===== src/hw/rtl/f16pd_pkg.sv =====
package f16pd_pkg;

  localparam int unsigned CFG_AW = 3;
  localparam int unsigned CFG_DW = 32;

  localparam logic [15:0] TIMEOUT_RESET = 16'd100;
  localparam logic [15:0] CNT_MAX       = 16'hFFFF;
  localparam logic [8:0]  FLETCHER_MOD  = 9'd255;

  localparam logic [2:0] HDR_LEN = 3'd3;

  localparam logic [7:0] CODE_HEARTBEAT = 8'h01;
  localparam logic [7:0] CODE_FORWARD   = 8'h02;
  localparam logic [7:0] CODE_ROTATE    = 8'h04;
  localparam logic [7:0] CODE_ACK       = 8'h08;
  localparam logic [7:0] CODE_LIFT      = 8'h10;
  localparam logic [7:0] CODE_SCORE     = 8'h20;

  localparam logic CMD_BYTE = 1'b0;
  localparam logic CMD_TICK = 1'b1;

  localparam logic REG_TIMEOUT = 1'b0;

  typedef enum logic [2:0] {
    ST_ACTION    = 3'd0,
    ST_HEARTBEAT = 3'd1,
    ST_ACK       = 3'd2,
    ST_BADSUM    = 3'd3,
    ST_UNKNOWN   = 3'd4
  } status_t;

  typedef struct packed {
    status_t     status;
    logic [7:0]  command_code;
    logic [7:0]  sequence_res;
    logic [7:0]  argument;
    logic        link_online;
    logic [15:0] dropped_count;
  } res_t;

  function automatic logic [7:0] mod_add(input logic [7:0] a, input logic [7:0] b);
    logic [8:0] s;
    s = {1'b0, a} + {1'b0, b};
    if (s >= FLETCHER_MOD) begin
      s = s - FLETCHER_MOD;
    end
    return s[7:0];
  endfunction

  function automatic status_t classify(input logic [7:0] code);
    status_t st;
    case (code)
      CODE_HEARTBEAT: st = ST_HEARTBEAT;
      CODE_FORWARD,
      CODE_ROTATE,
      CODE_LIFT,
      CODE_SCORE:     st = ST_ACTION;
      CODE_ACK:       st = ST_ACK;
      default:        st = ST_UNKNOWN;
    endcase
    return st;
  endfunction

endpackage


===== src/hw/rtl/f16pd_cfg.sv =====
module f16pd_cfg (
  input  logic                          clk,
  input  logic                          rst_n,
  input  logic                          cfg_psel,
  input  logic                          cfg_penable,
  input  logic                          cfg_pwrite,
  input  logic [f16pd_pkg::CFG_AW-1:0]  cfg_paddr,
  input  logic [f16pd_pkg::CFG_DW-1:0]  cfg_pwdata,
  output logic [f16pd_pkg::CFG_DW-1:0]  cfg_prdata,
  output logic                          cfg_pready,
  output logic [15:0]                   timeout_ticks
);

  logic [15:0] timeout_r;
  logic [15:0] timeout_nxt;
  logic        sel_timeout;

  assign sel_timeout = (cfg_paddr[2] == f16pd_pkg::REG_TIMEOUT);

  always_comb begin
    timeout_nxt = timeout_r;
    if (cfg_psel && cfg_penable && cfg_pwrite && sel_timeout) begin
      timeout_nxt = cfg_pwdata[15:0];
    end
  end

  always_ff @(posedge clk) begin
    if (!rst_n) begin
      timeout_r <= f16pd_pkg::TIMEOUT_RESET;
    end else begin
      timeout_r <= timeout_nxt;
    end
  end

  assign cfg_pready    = 1'b1;
  assign cfg_prdata    = sel_timeout ? {16'd0, timeout_r} : '0;
  assign timeout_ticks = timeout_r;

endmodule


===== src/hw/rtl/f16pd_core.sv =====
module f16pd_core (
  input  logic               clk,
  input  logic               rst_n,
  input  logic               fire,
  input  logic               command,
  input  logic [7:0]         rx_byte,
  input  logic [15:0]        timeout_ticks,
  output logic               res_valid,
  output f16pd_pkg::res_t    res
);

  logic [2:0]  pos_r, pos_nxt;
  logic [7:0]  hdr_r [3];
  logic        hdr_we;
  logic [7:0]  chk_hi_r, chk_hi_nxt;
  logic [7:0]  sum_lo_r, sum_lo_nxt;
  logic [7:0]  sum_hi_r, sum_hi_nxt;
  logic [15:0] drop_r, drop_nxt;
  logic        online_r, online_nxt;
  logic [15:0] age_r, age_nxt;
  f16pd_pkg::status_t st;

  always_comb begin
    pos_nxt    = pos_r;
    hdr_we     = 1'b0;
    chk_hi_nxt = chk_hi_r;
    sum_lo_nxt = sum_lo_r;
    sum_hi_nxt = sum_hi_r;
    drop_nxt   = drop_r;
    online_nxt = online_r;
    age_nxt    = age_r;
    st         = f16pd_pkg::ST_BADSUM;
    res_valid  = 1'b0;
    if (fire) begin
      if (command == f16pd_pkg::CMD_TICK) begin
        if (age_r != f16pd_pkg::CNT_MAX) begin
          age_nxt = age_r + 16'd1;
        end
        if (age_nxt > timeout_ticks) begin
          online_nxt = 1'b0;
        end
      end else if (pos_r < f16pd_pkg::HDR_LEN) begin
        hdr_we     = 1'b1;
        sum_lo_nxt = f16pd_pkg::mod_add(sum_lo_r, rx_byte);
        sum_hi_nxt = f16pd_pkg::mod_add(sum_hi_r, sum_lo_nxt);
        pos_nxt    = pos_r + 3'd1;
      end else if (pos_r == f16pd_pkg::HDR_LEN) begin
        chk_hi_nxt = rx_byte;
        pos_nxt    = pos_r + 3'd1;
      end else begin
        res_valid = 1'b1;
        if ((chk_hi_r == sum_hi_r) && (rx_byte == sum_lo_r)) begin
          online_nxt = 1'b1;
          st         = f16pd_pkg::classify(hdr_r[0]);
          if (st == f16pd_pkg::ST_HEARTBEAT) begin
            age_nxt = '0;
          end
        end else if (drop_r != f16pd_pkg::CNT_MAX) begin
          drop_nxt = drop_r + 16'd1;
        end
        pos_nxt    = '0;
        sum_lo_nxt = '0;
        sum_hi_nxt = '0;
      end
    end
  end

  always_comb begin
    res.status        = st;
    res.command_code  = hdr_r[0];
    res.sequence_res  = hdr_r[1];
    res.argument      = hdr_r[2];
    res.link_online   = online_nxt;
    res.dropped_count = drop_nxt;
  end

  always_ff @(posedge clk) begin
    if (!rst_n) begin
      pos_r    <= '0;
      sum_lo_r <= '0;
      sum_hi_r <= '0;
      drop_r   <= '0;
      online_r <= 1'b0;
      age_r    <= '0;
    end else begin
      pos_r    <= pos_nxt;
      sum_lo_r <= sum_lo_nxt;
      sum_hi_r <= sum_hi_nxt;
      drop_r   <= drop_nxt;
      online_r <= online_nxt;
      age_r    <= age_nxt;
    end
  end

  always_ff @(posedge clk) begin
    chk_hi_r <= chk_hi_nxt;
    if (hdr_we) begin
      hdr_r[pos_r[1:0]] <= rx_byte;
    end
  end

endmodule


===== src/hw/rtl/f16pd_outbuf.sv =====
module f16pd_outbuf (
  input  logic             clk,
  input  logic             rst_n,
  input  logic             push,
  input  f16pd_pkg::res_t  push_res,
  output logic             in_ready,
  output logic             out_valid,
  input  logic             out_ready,
  output f16pd_pkg::res_t  out_res
);

  logic            head_valid_r, head_valid_nxt;
  logic            skid_valid_r, skid_valid_nxt;
  f16pd_pkg::res_t head_r, head_nxt;
  f16pd_pkg::res_t skid_r, skid_nxt;
  logic            pop;

  assign pop = head_valid_r && out_ready;

  always_comb begin
    head_valid_nxt = head_valid_r;
    head_nxt       = head_r;
    skid_valid_nxt = skid_valid_r;
    skid_nxt       = skid_r;
    if (!head_valid_r || pop) begin
      if (skid_valid_r) begin
        head_nxt       = skid_r;
        head_valid_nxt = 1'b1;
        skid_valid_nxt = 1'b0;
      end else begin
        head_nxt       = push_res;
        head_valid_nxt = push;
      end
    end else if (push) begin
      skid_nxt       = push_res;
      skid_valid_nxt = 1'b1;
    end
  end

  always_ff @(posedge clk) begin
    if (!rst_n) begin
      head_valid_r <= 1'b0;
      skid_valid_r <= 1'b0;
    end else begin
      head_valid_r <= head_valid_nxt;
      skid_valid_r <= skid_valid_nxt;
    end
  end

  always_ff @(posedge clk) begin
    head_r <= head_nxt;
    skid_r <= skid_nxt;
  end

  assign in_ready  = !skid_valid_r;
  assign out_valid = head_valid_r;
  assign out_res   = head_r;

endmodule


===== src/hw/rtl/fletcher16_packet_deframer.sv =====
// Fletcher-16 packet deframer. Each transaction is a received byte (in_command
// 0) or a millisecond tick (in_command 1). Five bytes form a packet (command,
// sequence, argument, checksum high, checksum low); the fifth byte produces one
// result on the out_ channel; ticks and other bytes produce none. The state
// update is a single registered pass, so sustained rate is one transaction per
// cycle while in_ready is high; a two-entry output buffer lets input continue
// while one result waits, and in_ready drops only when both entries are full.
// Register timeout_ticks (byte address 0, reset 100) sets the heartbeat age
// beyond which the link reads offline; write it only while the block is idle.
module fletcher16_packet_deframer (
  input  logic                          clk,
  input  logic                          rst_n,
  input  logic                          in_valid,
  output logic                          in_ready,
  input  logic                          in_command,
  input  logic [7:0]                    in_rx_byte,
  output logic                          out_valid,
  input  logic                          out_ready,
  output logic [2:0]                    out_status,
  output logic [7:0]                    out_command_code,
  output logic [7:0]                    out_sequence_res,
  output logic [7:0]                    out_argument,
  output logic                          out_link_online,
  output logic [15:0]                   out_dropped_count,
  input  logic                          cfg_psel,
  input  logic                          cfg_penable,
  input  logic                          cfg_pwrite,
  input  logic [f16pd_pkg::CFG_AW-1:0]  cfg_paddr,
  input  logic [f16pd_pkg::CFG_DW-1:0]  cfg_pwdata,
  output logic [f16pd_pkg::CFG_DW-1:0]  cfg_prdata,
  output logic                          cfg_pready
);

  logic            fire;
  logic [15:0]     timeout_ticks;
  logic            res_valid;
  f16pd_pkg::res_t res;
  f16pd_pkg::res_t out_res;

  assign fire = in_valid && in_ready;

  f16pd_cfg u_cfg (
    .clk           (clk),
    .rst_n         (rst_n),
    .cfg_psel      (cfg_psel),
    .cfg_penable   (cfg_penable),
    .cfg_pwrite    (cfg_pwrite),
    .cfg_paddr     (cfg_paddr),
    .cfg_pwdata    (cfg_pwdata),
    .cfg_prdata    (cfg_prdata),
    .cfg_pready    (cfg_pready),
    .timeout_ticks (timeout_ticks)
  );

  f16pd_core u_core (
    .clk           (clk),
    .rst_n         (rst_n),
    .fire          (fire),
    .command       (in_command),
    .rx_byte       (in_rx_byte),
    .timeout_ticks (timeout_ticks),
    .res_valid     (res_valid),
    .res           (res)
  );

  f16pd_outbuf u_outbuf (
    .clk       (clk),
    .rst_n     (rst_n),
    .push      (res_valid),
    .push_res  (res),
    .in_ready  (in_ready),
    .out_valid (out_valid),
    .out_ready (out_ready),
    .out_res   (out_res)
  );

  assign out_status        = out_res.status;
  assign out_command_code  = out_res.command_code;
  assign out_sequence_res  = out_res.sequence_res;
  assign out_argument      = out_res.argument;
  assign out_link_online   = out_res.link_online;
  assign out_dropped_count = out_res.dropped_count;

  a_res_from_byte: assert property (@(posedge clk) disable iff (!rst_n)
    res_valid |-> (fire && (in_command == f16pd_pkg::CMD_BYTE)))
    else $error("result without an accepted byte");

  a_good_sets_online: assert property (@(posedge clk) disable iff (!rst_n)
    (res_valid && (res.status != f16pd_pkg::ST_BADSUM)) |-> res.link_online)
    else $error("valid packet did not mark link online");

  a_bad_counts: assert property (@(posedge clk) disable iff (!rst_n)
    (res_valid && (res.status == f16pd_pkg::ST_BADSUM)) |-> (res.dropped_count != 16'd0))
    else $error("bad checksum not counted");

  a_push_lands: assert property (@(posedge clk) disable iff (!rst_n)
    res_valid |=> out_valid)
    else $error("result lost in output buffer");

endmodule

===== config.mk =====
export PLATFORM = sky130hd
export DESIGN_NAME = fletcher16_packet_deframer
export DESIGN_NICKNAME = d
export VERILOG_FILES = /design/src/hw/rtl/f16pd_pkg.sv /design/src/hw/rtl/f16pd_cfg.sv /design/src/hw/rtl/f16pd_core.sv /design/src/hw/rtl/f16pd_outbuf.sv /design/src/hw/rtl/fletcher16_packet_deframer.sv
export SDC_FILE = /design/constraint.sdc
export NUM_CORES = 1
export LEC_CHECK = 0
export BUFFER_PORTS_ARGS = -buffer_cell sky130_fd_sc_hd__buf_2
export CORE_ASPECT_RATIO = 0.8
export CORE_MARGIN = 2
export CORE_UTILIZATION = 40
export DETAILED_ROUTE_END_ITERATION = 12
export SYNTH_ARGS = -nofsm -noshare
export SYNTH_HDL_FRONTEND = slang
export SYNTH_SLANG_ARGS = --single-unit

===== constraint.sdc =====
create_clock -name clk -period 6.41 [get_ports clk]
set_input_delay 0.3205 -clock clk [delete_from_list [all_inputs] [get_ports clk]]
set_output_delay 0.3205 -clock clk [all_outputs]
set_load 0.05 [all_outputs]

==> results.txt <==
- Hold-fix buffers, CTS: 0
* RSZ-0062 raised after global routing: no
- OpenSTA, run right after detailed placement, puts the worst setup slack at 987 ps.
- Number of flops mapped to enable cells by yosys: 120
- The repair_antennas step left the layout with diodes totalling 0.
- For this run, design rule violations remaining after detail routing come to 0.
* Mapped cell area: 0.00945 mm²
* Depth of the worst hold-timing path: 3
- Status: finished clean
* PostCTS Resize Cnt: 0
* Number of clock buffers inserted by TritonCTS: 17
* Post-Syn Area per Cell: 11.0 µm²
- After legalization and detailed placement, the total HPWL measured 13500 µm.
- The setup check on the worst reg-to-reg path leaves a slack of 1110 ps.
* Relative area change from synthesis to final layout: 14.6%
- TritonCTS built the clock tree.
- Of the synthesized area, sequential elements account for 53.0%.
- Achievable Freq: 0.189 GHz
- The tree is rooted in a sky130_fd_sc_hd__clkbuf_16.
* Distinct cell type count after synthesis: 80
* IO Count: 130
* Critical path startpoint category: flop
- Die Span X: 176 µm
- Period minus WS final: 5300 ps
- Arrival @ worst endpoint: 5610 ps
* Type of the worst setup path: flop to flop
* Worst R2R End: u_core.sum_hi_r[5]
- The net count of the finished layout is 1045.
- Final cycle utilization of the critical path: 82.7%
- Number of routed nets with antenna violations: 0
- Count of H-tree levels built during CTS: 4
- Antenna violations before repair: 0
* Clock slew at reported path FFs: 80 ps
* Total number of vias: 6523
- Hold Crit Endpoint: u_cfg.timeout_ticks[12]
* Weighted congestion reported at the end of routability-driven placement: 0.803
* Synth warn: 0
- Setup violations remaining at the end of the flow were counted as 0.
- Minimum setup slack in the final design: 1110 ps
- Clock insertion delay at the later pin of the skew report: 430 ps
- Least-Margin Pin Slew: 978 ps
- After detailed routing, the average wire length per cell comes to 15.1 µm.
* Number of placement rows: 50
- In the layout the commonest cells are 120 x sky130_fd_sc_hd__edfxtp_1, 94 x sky130_fd_sc_hd__buf_2, 83 x sky130_fd_sc_hd__nand2_1.
- The worst register-to-register path begins at u_core.sum_lo_r[0].
- Pin count of the biggest net entering global routing: 48
* Number of violations of the max-capacitance limit: 0
* Total grt overflow: 0
- Global routing consumed, over all layers together, 15.9% of the routing resources.
* Setup_tns: 0 ps
- Across the VDD grid, the largest voltage drop is 0.199 mV.
- Leaving out fill and tap cells, the most frequent cell in the layout is sky130_fd_sc_hd__edfxtp_1.
- In this run the power density over the cells is 285 mW/mm².
- Cells with a size suffix above 1 make up 20.7% of the layout.
* Max Fanout on Critical Path: 8
- The worst pin sits at a relative slew slack of 34.5%.
* Count of endpoints failing hold in the final timing report: 0
- After detailed placement, the total cell area comes to 0.0102 mm².
* Wire length of the first global-routing pass: 31300 µm
* Ys flop type: sky130_fd_sc_hd__edfxtp_1
- The synthesized design contains 190 register bits.
* Design area: 0.0108 mm²
- Kind of end point of the critical path: flop
- The cell count after synthesis came out at 862.
- Of all flip-flops after synthesis, the portion carrying an async set or reset was 0%.
* Via count of the first global-routing pass: 5984
- Layout Skew: 16.3 ps
- The analysis attributes to cell leakage a power of 4.42 nW.
* Final Max Tran Viols: 0
* Starting utilization of the core area: 40.6%
* Detailed-routing iteration count for the pre-antenna-repair pass: 6
* Detailed Route WL: 19300 µm
* Area enclosed by the die boundary: 0.0249 mm²
* Data required time at the worst endpoint: 6720 ps
* Maximum clock insertion buffer count: 2
* Depth of the worst register-to-register path: 17
* Number of sinks handled by clock tree synthesis: 190
- Min-delay worst type: input pin to flop
* Vias/cell: 5.11
- Buffers on Ports: 94
- Setup Buffers After CTS: 0
* Iter 0 DRT Violations: 539
- The startpoint identified for the worst hold timing path is cfg_pwdata[12].
- Overall power consumption after layout is estimated at 3.09 mW.
- Height of the die: 141 µm
- The core region is 0.0233 mm².
metal layers:
| layer | track usage [%] | wire, µm |
|---|---|---|
| met2 | 24.9 | 8490 |
| met4 | 3.04 | 119 |
| met1 | 23.4 | 9710 |
| met5 | 0 | 0 |
| met3 | 2.55 | 950 |
cells in the mapped netlist (all sizes together) (8+ instances only):
| cell type | number | area, µm² |
|---|---|---|
| ha | 41 | 513 |
| inv | 36 | 135 |
| edfxtp | 120 | 3600 |
| xor2 | 23 | 201 |
| nand3 | 26 | 140 |
| nor4 | 8 | 65.1 |
| buf | 25 | 175 |
| a21oi | 51 | 259 |
| clkbuf | 20 | 75.1 |
| dfxtp | 70 | 1400 |
| nor2 | 67 | 251 |
| nand2 | 83 | 312 |
| o21ai | 29 | 145 |
| and2 | 25 | 158 |
| nand4 | 11 | 75.1 |
| a21o | 10 | 76.3 |
| a31oi | 10 | 68.8 |
| mux2 | 42 | 480 |
| nand2b | 8 | 50.1 |
| o21a | 9 | 67.6 |
| nor3 | 25 | 125 |
| o211ai | 8 | 60.1 |
| xnor2 | 17 | 171 |
worst max-delay path by stage:
| stage | from | endpoint | slack, ps | depth (start not counted) |
|---|---|---|---|---|
| 2_1_floorplan | in_rx_byte[0] | u_core.sum_hi_r[4] | 1750 | 18 |
| 3_3_place_gp | in_rx_byte[0] | u_core.sum_hi_r[4] | 1090 | 18 |
| 3_5_place_dp | in_rx_byte[0] | u_core.sum_hi_r[5] | 990 | 18 |
| 4_1_cts | u_core.sum_lo_r[0] | u_core.sum_hi_r[5] | 1150 | 17 |
| 5_1_grt | u_core.sum_lo_r[0] | u_core.sum_hi_r[5] | 680 | 17 |
| 6_report | u_core.sum_lo_r[0] | u_core.sum_hi_r[5] | 1110 | 17 |
stage by stage:
stage | hold WS [ps] | instances | utilization (%)
2_1_floorplan | 419 | 877 | -
3_5_place_dp | 432 | 1244 | 43.8
6_report | 123 | 1276 | 46.5
5_1_grt | 102 | 1276 | 46.5
4_1_cts | 101 | 1276 | 46.5
3_3_place_gp | 432 | 1244 | 43.8
sequential cells by signal, summed over array words and instances (netlist names), 3 cells and up:
| name | cells |
|---|---|
| u_core.chk_hi_r | 8 |
| u_core.sum_lo_r | 8 |
| u_core.pos_r | 3 |
| u_core.age_r | 16 |
| u_core.sum_hi_r | 8 |
| u_core.hdr_r | 24 |
| u_outbuf.out_res | 44 |
| u_cfg.timeout_ticks | 16 |
| u_outbuf.skid_r | 44 |
| u_core.drop_r | 16 |
cell type report:
cell class	instances	area, µm²
multi-input cells	606	4140
well taps	312	390
clock buffers	17	425
inverters	36	135
flip-flops and latches	190	5000
clock inverters	15	223
repair buffers	100	515
fillers	2187	12400
kinds of logic (layout without fill, tap and decap cells):
group	after synthesis	after routing	share of synthesized area, %
compound gates	168	168	12.0
xor+xnor	40	40	3.94
fa+ha+maj	43	43	5.85
buf+inv	81	168	4.08
flops	190	190	53.0
mux	48	48	5.72
other cells	2	17	0.0795
simple gates	290	290	15.4
critical path, stage by stage, from the launching register on:
cell	delay (ps)
sky130_fd_sc_hd__dfxtp_1	330
sky130_fd_sc_hd__ha_1	220
sky130_fd_sc_hd__fa_1	470
sky130_fd_sc_hd__a21oi_1	270
sky130_fd_sc_hd__o211ai_1	190
sky130_fd_sc_hd__a31oi_1	640
sky130_fd_sc_hd__o31ai_4	220
sky130_fd_sc_hd__xnor2_1	210
sky130_fd_sc_hd__ha_1	230
sky130_fd_sc_hd__inv_1	70
sky130_fd_sc_hd__fa_1	380
sky130_fd_sc_hd__nand2b_1	180
sky130_fd_sc_hd__a2111oi_0	530
sky130_fd_sc_hd__o21ba_2	220
sky130_fd_sc_hd__o2111ai_1	150
sky130_fd_sc_hd__o21ai_1	460
sky130_fd_sc_hd__a21oi_1	130
sky130_fd_sc_hd__a211o_1	290
power breakdown:
part,switching [mW],internal [mW],total [mW]
combinational,0.387,0.213,0.600
clock,0.574,0.557,1.13
sequential,0.0343,1.32,1.36
total,0.996,2.09,3.09
Note: power is estimated with default switching activity, not from simulation.
